$ cat config.mk
export PLATFORM = sky130hd
export DESIGN_NAME = spirv_entry_stage_detector_top_flat
export DESIGN_NICKNAME = d
export VERILOG_FILES = /design/src/hw/rtl/spirv_esd_pkg.sv /design/src/hw/rtl/spirv_esd_in_if.sv /design/src/hw/rtl/spirv_esd_out_if.sv /design/src/hw/rtl/spirv_esd_scan.sv /design/src/hw/rtl/spirv_esd_out_buf.sv /design/src/hw/rtl/spirv_entry_stage_detector_top.sv /design/src/flat_wrapper.sv
export VERILOG_INCLUDE_DIRS = /design/src /design/src/hw/rtl
export SDC_FILE = /design/constraint.sdc
export NUM_CORES = 1
export LEC_CHECK = 0
export ABC_AREA = 1
export BUFFER_PORTS_ARGS = -buffer_cell sky130_fd_sc_hd__buf_2
export CAP_MARGIN = 20
export CORE_ASPECT_RATIO = 0.75
export CORE_MARGIN = 4
export CORE_UTILIZATION = 52
export DETAILED_ROUTE_END_ITERATION = 10
export PLACE_DENSITY_LB_ADDON = 0.2
export RECOVER_POWER = 50
export SYNTH_ARGS = -nofsm -noshare
export SYNTH_HDL_FRONTEND = slang
export SYNTH_SLANG_ARGS = --single-unit
export TNS_END_PERCENT = 50
$ cat constraint.sdc
create_clock -name clk -period 1.9 [get_ports clk]
set_clock_uncertainty 0.05 [all_clocks]
set_input_delay 0.38 -clock clk [delete_from_list [all_inputs] [get_ports clk]]
set_output_delay 0.38 -clock clk [all_outputs]
set_load 0.01 [all_outputs]
$ cat src/hw/rtl/spirv_entry_stage_detector_top_assert.svh
// Assertion macros for the entry stage detector. Each checks on the rising
// edge of clk and is held off while rst_n is low.
`ifndef SPIRV_ENTRY_STAGE_DETECTOR_TOP_ASSERT_SVH
`define SPIRV_ENTRY_STAGE_DETECTOR_TOP_ASSERT_SVH

`ifndef SYNTHESIS
`define SPIRV_ESD_ASSERT(label, prop) \
    label: assert property (@(posedge clk) disable iff (!rst_n) (prop)) \
        else $error("spirv_esd: assertion failed");
`define SPIRV_ESD_ASSERT_IMPLY(label, ante, cons) \
    label: assert property (@(posedge clk) disable iff (!rst_n) (ante) |-> (cons)) \
        else $error("spirv_esd: implication failed");
`else
`define SPIRV_ESD_ASSERT(label, prop)
`define SPIRV_ESD_ASSERT_IMPLY(label, ante, cons)
`endif

`endif

$ cat src/hw/rtl/spirv_esd_pkg.sv
package spirv_esd_pkg;

    localparam logic [31:0] SpvMagic     = 32'h0723_0203;
    localparam logic [15:0] OpEntryPoint = 16'd15;
    localparam logic [2:0]  HeaderWords  = 3'd5;
    localparam logic [2:0]  ShortLimit   = 3'd4;

    localparam logic [3:0] StageNone     = 4'd0;
    localparam logic [3:0] StageVertex   = 4'd1;
    localparam logic [3:0] StageTessCtrl = 4'd2;
    localparam logic [3:0] StageTessEval = 4'd3;
    localparam logic [3:0] StageGeometry = 4'd4;
    localparam logic [3:0] StageFragment = 4'd5;
    localparam logic [3:0] StageCompute  = 4'd6;
    localparam logic [3:0] StageTaskNv   = 4'd7;
    localparam logic [3:0] StageTaskExt  = 4'd8;
    localparam logic [3:0] StageMeshNv   = 4'd9;
    localparam logic [3:0] StageMeshExt  = 4'd10;

    localparam logic [31:0] ModelVertex   = 32'd0;
    localparam logic [31:0] ModelTessCtrl = 32'd1;
    localparam logic [31:0] ModelTessEval = 32'd2;
    localparam logic [31:0] ModelGeometry = 32'd3;
    localparam logic [31:0] ModelFragment = 32'd4;
    localparam logic [31:0] ModelCompute  = 32'd5;
    localparam logic [31:0] ModelTaskNv   = 32'd5267;
    localparam logic [31:0] ModelTaskExt  = 32'd5364;
    localparam logic [31:0] ModelMeshNv   = 32'd5268;
    localparam logic [31:0] ModelMeshExt  = 32'd5365;

    typedef enum logic [1:0] {
        StatusFound,
        StatusBadMagic,
        StatusZeroLength,
        StatusNoStage
    } scan_status_t;

    typedef enum logic [1:0] {
        FaultNone,
        FaultBadMagic,
        FaultZeroLength
    } fault_t;

    typedef struct packed {
        logic [3:0]   stage_code;
        scan_status_t scan_status;
    } result_t;

    function automatic logic [3:0] model_to_stage(input logic [31:0] model);
        logic [3:0] stage;
        case (model)
            ModelVertex:   stage = StageVertex;
            ModelTessCtrl: stage = StageTessCtrl;
            ModelTessEval: stage = StageTessEval;
            ModelGeometry: stage = StageGeometry;
            ModelFragment: stage = StageFragment;
            ModelCompute:  stage = StageCompute;
            ModelTaskNv:   stage = StageTaskNv;
            ModelTaskExt:  stage = StageTaskExt;
            ModelMeshNv:   stage = StageMeshNv;
            ModelMeshExt:  stage = StageMeshExt;
            default:       stage = StageNone;
        endcase
        return stage;
    endfunction

endpackage

$ cat src/hw/rtl/spirv_esd_in_if.sv
interface spirv_esd_in_if;
    logic        valid;
    logic        ready;
    logic [31:0] code_word;
    logic        last_word;

    modport source (output valid, output code_word, output last_word, input ready);
    modport sink (input valid, input code_word, input last_word, output ready);
endinterface

$ cat src/hw/rtl/spirv_esd_out_if.sv
interface spirv_esd_out_if;
    logic       valid;
    logic       ready;
    logic [3:0] stage_code;
    logic [1:0] scan_status;

    modport source (output valid, output stage_code, output scan_status, input ready);
    modport sink (input valid, input stage_code, input scan_status, output ready);
endinterface

$ cat src/hw/rtl/spirv_esd_scan.sv
module spirv_esd_scan
    import spirv_esd_pkg::*;
(
    input  logic        clk,
    input  logic        rst_n,
    input  logic        accept,
    input  logic [31:0] code_word,
    input  logic        last_word,
    output logic        res_valid,
    output result_t     res
);

    logic [2:0]  header_pos_reg, header_pos_next;
    logic [15:0] skip_reg, skip_next;
    logic        expect_model_reg, expect_model_next;
    logic [3:0]  stage_reg, stage_next;
    fault_t      fault_reg, fault_next;
    logic        short_module;

    always_comb
    begin
        header_pos_next   = header_pos_reg;
        skip_next         = skip_reg;
        expect_model_next = expect_model_reg;
        stage_next        = stage_reg;
        fault_next        = fault_reg;
        short_module      = 1'b0;

        if (fault_reg == FaultNone)
        begin
            if (header_pos_reg < HeaderWords)
            begin
                if (header_pos_reg == 3'd0 && code_word != SpvMagic)
                begin
                    fault_next = FaultBadMagic;
                end
                if (last_word && header_pos_reg < ShortLimit)
                begin
                    short_module = 1'b1;
                end
                header_pos_next = header_pos_reg + 3'd1;
            end
            else
            begin
                // A one-word entry point makes this word both the model and
                // the next instruction, so the model is read before decoding.
                if (expect_model_reg)
                begin
                    stage_next        = model_to_stage(code_word);
                    expect_model_next = 1'b0;
                end
                if (skip_reg != 16'd0)
                begin
                    skip_next = skip_reg - 16'd1;
                end
                else
                begin
                    if (code_word[15:0] == OpEntryPoint)
                    begin
                        expect_model_next = 1'b1;
                    end
                    if (code_word[31:16] == 16'd0)
                    begin
                        fault_next = FaultZeroLength;
                    end
                    else
                    begin
                        skip_next = code_word[31:16] - 16'd1;
                    end
                end
            end
        end

        res.stage_code = StageNone;
        if (short_module || fault_next == FaultBadMagic)
        begin
            res.scan_status = StatusBadMagic;
        end
        else if (fault_next == FaultZeroLength)
        begin
            res.scan_status = StatusZeroLength;
        end
        else if (stage_next != StageNone)
        begin
            res.scan_status = StatusFound;
            res.stage_code  = stage_next;
        end
        else
        begin
            res.scan_status = StatusNoStage;
        end

        res_valid = accept && last_word;
    end

    always_ff @(posedge clk or negedge rst_n)
    begin
        if (!rst_n)
        begin
            header_pos_reg   <= 3'd0;
            skip_reg         <= 16'd0;
            expect_model_reg <= 1'b0;
            stage_reg        <= StageNone;
            fault_reg        <= FaultNone;
        end
        else if (accept)
        begin
            // The last word closes the module and the scan starts afresh.
            if (last_word)
            begin
                header_pos_reg   <= 3'd0;
                skip_reg         <= 16'd0;
                expect_model_reg <= 1'b0;
                stage_reg        <= StageNone;
                fault_reg        <= FaultNone;
            end
            else
            begin
                header_pos_reg   <= header_pos_next;
                skip_reg         <= skip_next;
                expect_model_reg <= expect_model_next;
                stage_reg        <= stage_next;
                fault_reg        <= fault_next;
            end
        end
    end

endmodule

$ cat src/hw/rtl/spirv_esd_out_buf.sv
module spirv_esd_out_buf
    import spirv_esd_pkg::*;
(
    input  logic             clk,
    input  logic             rst_n,
    input  logic             push,
    input  result_t          push_data,
    output logic             room,
    spirv_esd_out_if.source  result
);

    logic    main_valid_reg, main_valid_next;
    logic    skid_valid_reg, skid_valid_next;
    result_t main_data_reg, main_data_next;
    result_t skid_data_reg, skid_data_next;
    logic    pop;

    assign pop                = main_valid_reg && result.ready;
    assign room               = !skid_valid_reg;
    assign result.valid       = main_valid_reg;
    assign result.stage_code  = main_data_reg.stage_code;
    assign result.scan_status = main_data_reg.scan_status;

    always_comb
    begin
        main_valid_next = main_valid_reg;
        skid_valid_next = skid_valid_reg;
        main_data_next  = main_data_reg;
        skid_data_next  = skid_data_reg;

        if (skid_valid_reg)
        begin
            // No push can arrive here, as room is low while the skid is full.
            if (pop)
            begin
                main_data_next  = skid_data_reg;
                skid_valid_next = 1'b0;
            end
        end
        else if (push)
        begin
            if (!main_valid_reg || pop)
            begin
                main_data_next  = push_data;
                main_valid_next = 1'b1;
            end
            else
            begin
                skid_data_next  = push_data;
                skid_valid_next = 1'b1;
            end
        end
        else if (pop)
        begin
            main_valid_next = 1'b0;
        end
    end

    always_ff @(posedge clk or negedge rst_n)
    begin
        if (!rst_n)
        begin
            main_valid_reg <= 1'b0;
            skid_valid_reg <= 1'b0;
        end
        else
        begin
            main_valid_reg <= main_valid_next;
            skid_valid_reg <= skid_valid_next;
        end
    end

    always_ff @(posedge clk)
    begin
        main_data_reg <= main_data_next;
        skid_data_reg <= skid_data_next;
    end

endmodule

$ cat src/hw/rtl/spirv_entry_stage_detector_top.sv
// Channel  Modport  Payload                     Transfer when
// words    sink     code_word[31:0], last_word  valid && ready
// result   source   stage_code[3:0], scan_status[1:0]  valid && ready
//
// One word is taken in every cycle while words.ready is high; the scan state updates in the same cycle.
// The result of a module is registered in the output buffer: its main entry, or its skid entry while main is held.
// A two-entry output buffer lets words keep flowing while a result waits.
// words.ready falls only when both output entries are held by a stalled sink.
// Reset clears the scan state and empties the output buffer.
`include "spirv_entry_stage_detector_top_assert.svh"

module spirv_entry_stage_detector_top
    import spirv_esd_pkg::*;
(
    input  logic            clk,
    input  logic            rst_n,
    spirv_esd_in_if.sink    words,
    spirv_esd_out_if.source result
);

    logic    accept;
    logic    room;
    logic    res_valid;
    result_t res;

    assign words.ready = room;
    assign accept      = words.valid && room;

    spirv_esd_scan u_scan (
        .clk       (clk),
        .rst_n     (rst_n),
        .accept    (accept),
        .code_word (words.code_word),
        .last_word (words.last_word),
        .res_valid (res_valid),
        .res       (res)
    );

    spirv_esd_out_buf u_out_buf (
        .clk       (clk),
        .rst_n     (rst_n),
        .push      (res_valid),
        .push_data (res),
        .room      (room),
        .result    (result)
    );

    `SPIRV_ESD_ASSERT_IMPLY(a_push_on_last, res_valid, accept && words.last_word)
    `SPIRV_ESD_ASSERT_IMPLY(a_stall_needs_result, !words.ready, result.valid)
    `SPIRV_ESD_ASSERT_IMPLY(a_stage_only_when_found, result.valid && result.scan_status != StatusFound, result.stage_code == StageNone)
    `SPIRV_ESD_ASSERT_IMPLY(a_found_has_stage, result.valid && result.scan_status == StatusFound, result.stage_code != StageNone)

endmodule
$ cat src/flat_wrapper.sv
// flat-port wrapper written by rule: the top's interface ports become plain ports
module spirv_entry_stage_detector_top_flat import spirv_esd_pkg::*;
  (clk, rst_n, words_valid, words_code_word, words_last_word, words_ready, result_valid, result_stage_code, result_scan_status, result_ready);
  spirv_esd_in_if words_i ();
  spirv_esd_out_if result_i ();
  input  logic clk;
  input  logic rst_n;
  input wire logic [$bits(words_i.valid)-1:0] words_valid;
  input wire logic [$bits(words_i.code_word)-1:0] words_code_word;
  input wire logic [$bits(words_i.last_word)-1:0] words_last_word;
  output wire logic [$bits(words_i.ready)-1:0] words_ready;
  output wire logic [$bits(result_i.valid)-1:0] result_valid;
  output wire logic [$bits(result_i.stage_code)-1:0] result_stage_code;
  output wire logic [$bits(result_i.scan_status)-1:0] result_scan_status;
  input wire logic [$bits(result_i.ready)-1:0] result_ready;
  assign words_i.valid = words_valid;
  assign words_i.code_word = words_code_word;
  assign words_i.last_word = words_last_word;
  assign words_ready = words_i.ready;
  assign result_valid = result_i.valid;
  assign result_stage_code = result_i.stage_code;
  assign result_scan_status = result_i.scan_status;
  assign result_i.ready = result_ready;
  spirv_entry_stage_detector_top u_core (.clk(clk), .rst_n(rst_n), .words(words_i), .result(result_i));
endmodule
==> impl_metrics.yaml, run 1 <==
die:
  dieWidth_um: 93.3
  pin_count: 45
  start_util_pct: 55.7
  core_area_mm2: 0.00509
  die_h_um: 72.0
  rows: 22
  design.die.area_mm2: 0.00671
timing:
  setup_viol: 29
  hold_viol_final: 0
  final_max_slew_viol_count: 29
  min_period_ns: 2.17
  min_period_over_period_pct: 114
  timing.slew.headroom_pct: -8.88
  rsz0062_at_grt: "yes"
  fmax_mhz: 461
  finalWorstSetupSlack_ns: -0.270
  worst_pin_slew_ns: 1.63
  timing.hold.ws_ns: 0.340
synth:
  ys_seq_area_share_pct: 37.4
  synth.distinct_cells: 38
  yosysTopAreaCell: "dfrtp_1"
  yosys_register_bits: 40
  synth_top_area_share_pct: 24.7
  synth_fp_nets: 451
  ys_warn_count: 0
  netlist_area_mm2: 0.00284
  ys_top_cells_by_area: "dfrtp_1 (25%), nand2_1 (14%), edfxtp_1 (13%), nor2_1 (8.2%), inv_1 (7.5%)"
  syn_inst: 411
  synth.avg_cell_area_um2: 6.90
worst_setup_path:
  critPathLaunchType: "register"
  cp.arrival_ns: 2.29
  critPathCaptureType: "register"
  cpPeakStageDelay_ns: 0.38
  worst_path_max_delay_cell: "dfrtp_1"
  path_buf_inv: 5
  criticalPathCategory: "reg2reg"
  critPathRequiredTime_ns: 2.02
  path_delay_family: "simple AND/OR/NAND/NOR gates"
  cp_cell_sequence: "inv_2, nand4_1, nor2_2, nand2_4, buf_6, nor2_4, nand3_2, nand2_1, inv_2, a21oi_4, inv_2, nor2_4, inv_4, nor2_4"
  crit_fanout: 5
layout:
  seqCellArea_mm2: 0.00106
  fillers: 302
  n_antenna_cell: 0
  area_growth_pct: 47.0
  largest_register_ffs: 16
  final_cells: 615
  nets: 582
  multi_input_area_mm2: 0.00170
  drive_above_1_share_pct: 42.0
routing:
  vias_per_cell: 5.43
  wl_per_cell_um: 15.4
  ant_nets: 0
  drt_wl_total_mm: 9.49
  wl_met2_mm: 4.17
  drt_iter0_markers: 462
  num_vias: 3342
  top_layer: "met4"
  met3_length_um: 952
  drt_first_pass_iters: 6
  wl_met1_mm: 4.01
  drc_errors: 0
placement:
  portBuffers: 44
  dp_hpwl_mm: 5.83
  globalplace.congestion: 0.909
  pre_cts_slack_ns: -0.245
  placedCellCount: 592
global_route:
  overflow: 0
  grt.total_usage_pct: 24.2
  grt_pass1_wl_mm: 13.2
  grt_start_max_net_pins: 29
  grt_pass1_vias: 2899
  grt_antenna_before_repair: 0
clock_tree:
  cts.sinks: 40
  cts_buffer_depth: 2
  cts.reportedPaths.clkPinSlew_ns: 0.09
  cts_buffers: 5
  cts_root_buf: "clkbuf_8"
  cts_tree: "done"
  clk_latency_ns: 0.30
  htreeDepth: 2
  hold_buffers: 0
run_status:
  status: "finished with violations"
  failed_checks: "capacitance limit, slew limit, setup timing"
pwr:
  power_uw: 1990
  leakage_uw: 0.00202
  peakVddDrop_mv: 0.888
  p_per_area_mw_per_mm2: 478
flow_run:
  maxCapViolations: 1
hold_path:
  hold_class: "in2reg"
==> metrics by stage <==
stage	TNS [ns]	util [%]	area, um2
global route	-8.29	81.9	4170
detailed placement	-3.51	71.4	3640
floorplan	0	-	2840
global placement	-3.54	71.4	3640
CTS	-1.42	76.1	3880
finish	-4.80	81.9	4170
==> kinds of logic after synthesis <==
| logic type | Yosys count | share of synthesized area (%) |
|---|---|---|
| adder cells (fa/ha/maj) | 3 | 1.32 |
| AND/OR/NAND/NOR | 241 | 39.5 |
| XOR/XNOR | 3 | 0.927 |
| AO/OA/AOI/OAI | 50 | 10.5 |
| buffers and inverters | 74 | 10.3 |
| flip-flops | 40 | 37.4 |
==> placed cells by master, fill, tap and decap left out, drive strengths merged <==
cell	n
xnor2	1
nor4	3
buf	126
o22ai	8
a21oi	12
a31oi	2
edfxtp	12
nand3b	1
o21a	2
ha	3
clkinv	2
o21ai	23
nor2	82
and2	1
bufinv	3
inv	69
nand4	8
nand3	28
nor3b	1
dfrtp	28
nor3	3
nand2	113
a211oi	1
xor2	2
or2	1
o31ai	1
clkbuf	6
a21o	1
==> power breakdown <==
part / total, uW / switching [uW] / internal [uW]
registers: 882 / 0 / 882
logic: 137 / 77.6 / 58.9
clock network: 974 / 317 / 657
==> routing by layer <==
| layer | track usage, % | up-vias |
|---|---|---|
| met5 | 0 | - |
| met4 | 7.80 | 0 |
| met3 | 4.97 | 45 |
| met2 | 36.9 | 209 |
| met1 | 34.7 | 1520 |
| li1 | - | 1568 |
==> worst register-to-register path, cell delays in order (launching register included) <==
cell     delay, ns
dfrtp_1       0.38
inv_2         0.07
nand4_1       0.17
nor2_2        0.23
nand2_4       0.11
buf_6         0.15
nor2_4        0.09
nand3_2       0.06
nand2_1       0.08
inv_2         0.07
a21oi_4       0.14
inv_2         0.07
nor2_4        0.19
inv_4         0.09
nor2_4        0.10
==> cell usage after synthesis (all sizes together) <==
master,n
o31ai,1
xnor2,1
inv,69
and2,1
nor3,3
a31oi,2
ha,3
a211oi,1
nor2,82
clkbuf,1
nor3b,1
edfxtp,12
a21oi,12
nand4,8
or2,1
a21o,1
clkinv,2
dfrtp,28
nand3b,1
xor2,2
nand2,113
o21a,2
nor4,3
o22ai,8
buf,2
o21ai,23
nand3,28
==> timing repair <==
item	in CTS	in global routing
endpoints found under the hold margin	0	0
pin swaps	10	16
setup buffers	7	8
endpoints found under the setup margin	26	30
resized for setup	10	64
==> area by class of cell <==
type | count | area share [%]
Clock buffer | 5 | 1.65
Tap cell | 72 | 2.16
Inverter | 71 | 6.87
Multi-Input combinational cell | 297 | 40.8
Clock inverter | 3 | 2.16
Timing Repair Buffer | 127 | 20.9
Sequential cell | 40 | 25.4
==> final timing paths <==
kind | startpoint | end | slack, ns | depth (start not counted)
max in group asynchronous | rst_n | u_core.u_scan.skip_reg[15] | 0.41 | 1
min in group asynchronous | rst_n | u_core.u_scan.skip_reg[2] | 0.43 | 1
worst min register to register | u_core.u_scan.skip_reg[13] | u_core.u_scan.skip_reg[13] | 0.43 | 2
worst max-delay path | u_core.u_scan.skip_reg[3] | u_core.u_out_buf.skid_data_reg[2] | -0.27 | 14
worst min-delay path | result_ready | u_core.u_out_buf.result.valid | 0.34 | 4
worst max register to register | u_core.u_scan.skip_reg[3] | u_core.u_out_buf.skid_data_reg[2] | -0.27 | 14
(Power assumes the default switching activity.)
==> run 2, diff against run 1 <==
--- a/config.mk
+++ b/config.mk
@@ -7,13 +7,13 @@
 export NUM_CORES = 1
 export LEC_CHECK = 0
 export ABC_AREA = 1
-export BUFFER_PORTS_ARGS = -buffer_cell sky130_fd_sc_hd__buf_2
+export BUFFER_PORTS_ARGS = -buffer_cell sky130_fd_sc_hd__buf_4
 export CAP_MARGIN = 20
 export CORE_ASPECT_RATIO = 0.75
 export CORE_MARGIN = 4
 export CORE_UTILIZATION = 52
 export DETAILED_ROUTE_END_ITERATION = 10
-export PLACE_DENSITY_LB_ADDON = 0.2
+export PLACE_DENSITY = 0.77
 export RECOVER_POWER = 50
 export SYNTH_ARGS = -nofsm -noshare
 export SYNTH_HDL_FRONTEND = slang
==> impl_metrics.yaml, run 2 (synthesis results as in run 1) <==
run_status:
  status: "finished with violations"
  failed_checks: "setup timing"
routing:
  drc_errors: 0
  vias_per_cell: 5.32
  drt_iter0_markers: 300
  ant_nets: 0
  drt_first_pass_iters: 5
  num_vias: 3269
  drt_wl_total_mm: 9.21
  wl_per_cell_um: 15.0
worst_setup_path:
  critPathLaunchType: "register"
  cp.arrival_ns: 2.31
  critPathCaptureType: "register"
  rrSetupSlack_ns: -0.24
  crit_fanout: 6
  critPathRequiredTime_ns: 2.07
  criticalPathCategory: "reg2reg"
timing:
  timing.hold.ws_ns: 0.362
  min_period_ns: 2.14
  rsz0062_at_grt: "yes"
  setup_viol: 28
  hold_viol_final: 0
  finalWorstSetupSlack_ns: -0.239
  fmax_mhz: 467
  tns_ns: -4.64
  timing.slew.headroom_pct: 50.6
  min_period_over_period_pct: 113
  worst_pin_slew_ns: 0.741
  final_max_slew_viol_count: 0
clock_tree:
  cts_buffer_depth: 2
  cts_buffers: 5
  clk_latency_ns: 0.29
  htreeDepth: 2
  cts_tree: "done"
  cts.reportedPaths.clkPinSlew_ns: 0.08
  cts_root_buf: "clkbuf_8"
  cts.sinks: 40
pwr:
  power_frac_clock_pct: 40.6
  leakage_uw: 0.00201
  internal_power_uw: 1350
  net-switching-power_uw: 386
  combPwrFrac_pct: 8.5
  p_per_area_mw_per_mm2: 413
  sequentialPowerShare_pct: 50.9
  switching_share_pct: 22.3
  peakVddDrop_mv: 0.516
layout:
  final_common_cell: "buf_4"
  fillers: 300
  area_growth_pct: 48.0
  finish.instance_area_mm2: 0.00420
  layout_common_cells: "buf_4 (120), nand2_1 (89), nor2_1 (54)"
  drive_above_1_share_pct: 41.0
  n_antenna_cell: 0
  largest_register_ffs: 16
  nets: 581
  post-route-util_pct: 82.5
die:
  dieWidth_um: 93.3
  core_area_mm2: 0.00509
  rows: 22
  design.die.area_mm2: 0.00671
  start_util_pct: 55.7
  die_h_um: 72.0
  pin_count: 45
global_route:
  grt.total_usage_pct: 25.9
  grt_pass1_wl_mm: 13.9
  grt_pass1_vias: 3102
  grt_antenna_before_repair: 0
  overflow: 0
  grt_start_max_net_pins: 29
placement:
  portBuffers: 44
  placed_area_mm2: 0.00369
  dp_hpwl_mm: 6.01
  globalplace.congestion: 0.883
flow_run:
  maxCapViolations: 0
hold_path:
  hold_class: "in2reg"
run 2: repair_timing:
action | CTS | global route
setup endpoints to repair | 26 | 30
endpoints found under the hold margin | 28 | 0
gates cloned | 0 | 0
gates resized for setup | 32 | 40
setup buffers | 10 | 11
hold buffers | 1 | 0
pin swaps | 14 | 20
run 2: area by class of cell:
cell class,instances,area [um2],share of cell area [%]
clock buffer,6,72.6,1.73
clock inverter,2,35.0,0.834
inverter,71,282,6.70
multi-input combinational,297,1690,40.1
sequential,40,1060,25.3
tap,72,90.1,2.15
timing repair buffer,126,973,23.2
run 2: worst paths after layout:
path | start | to | cells after the start
worst min register to register | u_core.u_scan.skip_reg[13] | u_core.u_scan.skip_reg[13] | 2
worst max register to register | u_core.u_scan.skip_reg[9] | u_core.u_scan.skip_reg[3] | 15
max in group asynchronous | rst_n | u_core.u_scan.stage_reg[0] | 2
worst min-delay path | words_last_word | u_core.u_scan.skip_reg[9] | 4
min in group asynchronous | rst_n | u_core.u_scan.skip_reg[7] | 2
worst max-delay path | u_core.u_scan.skip_reg[9] | u_core.u_scan.skip_reg[3] | 15
run 2: routing by layer:
metal,vias to the layer above,track usage (%),wire [um]
li1,1563,-,-
met1,1522,35.7,4050
met2,165,43.3,4330
met3,19,4.04,660
met4,0,5.53,158
met5,-,0,0
run 2: through the flow:
| stage | std cells | total power [uW] | setup slack, ns |
|---|---|---|---|
| after floorplan | 411 | 932 | 0.0275 |
| after global placement | 584 | 1040 | -0.219 |
| after detailed placement | 584 | 1040 | -0.271 |
| after CTS | 603 | 1740 | -0.166 |
| after global routing | 614 | 1790 | -0.324 |
| final | 614 | 1730 | -0.239 |
run 2: power groups by stage:
stage / registers (uW) / logic (uW) / clock network, uW
2_1_floorplan: 900 / 32.3 / 0
3_3_place_gp: 899 / 136 / 0
3_5_place_dp: 899 / 139 / 0
4_1_cts: 881 / 144 / 711
5_1_grt: 882 / 162 / 749
6_report: 881 / 148 / 703
run 2: critical path, stage by stage (launching register included):
cell and delay, ns:
dfrtp_1 0.37, inv_1 0.10, nand4_1 0.14, nor2_4 0.05, nand2_4 0.11, buf_6 0.12
nor2_4 0.03, buf_4 0.13, buf_6 0.11, a21oi_4 0.14, inv_2 0.08, nor2_4 0.20
inv_2 0.10, a21oi_1 0.15, o21ai_1 0.09, o21ai_1 0.09
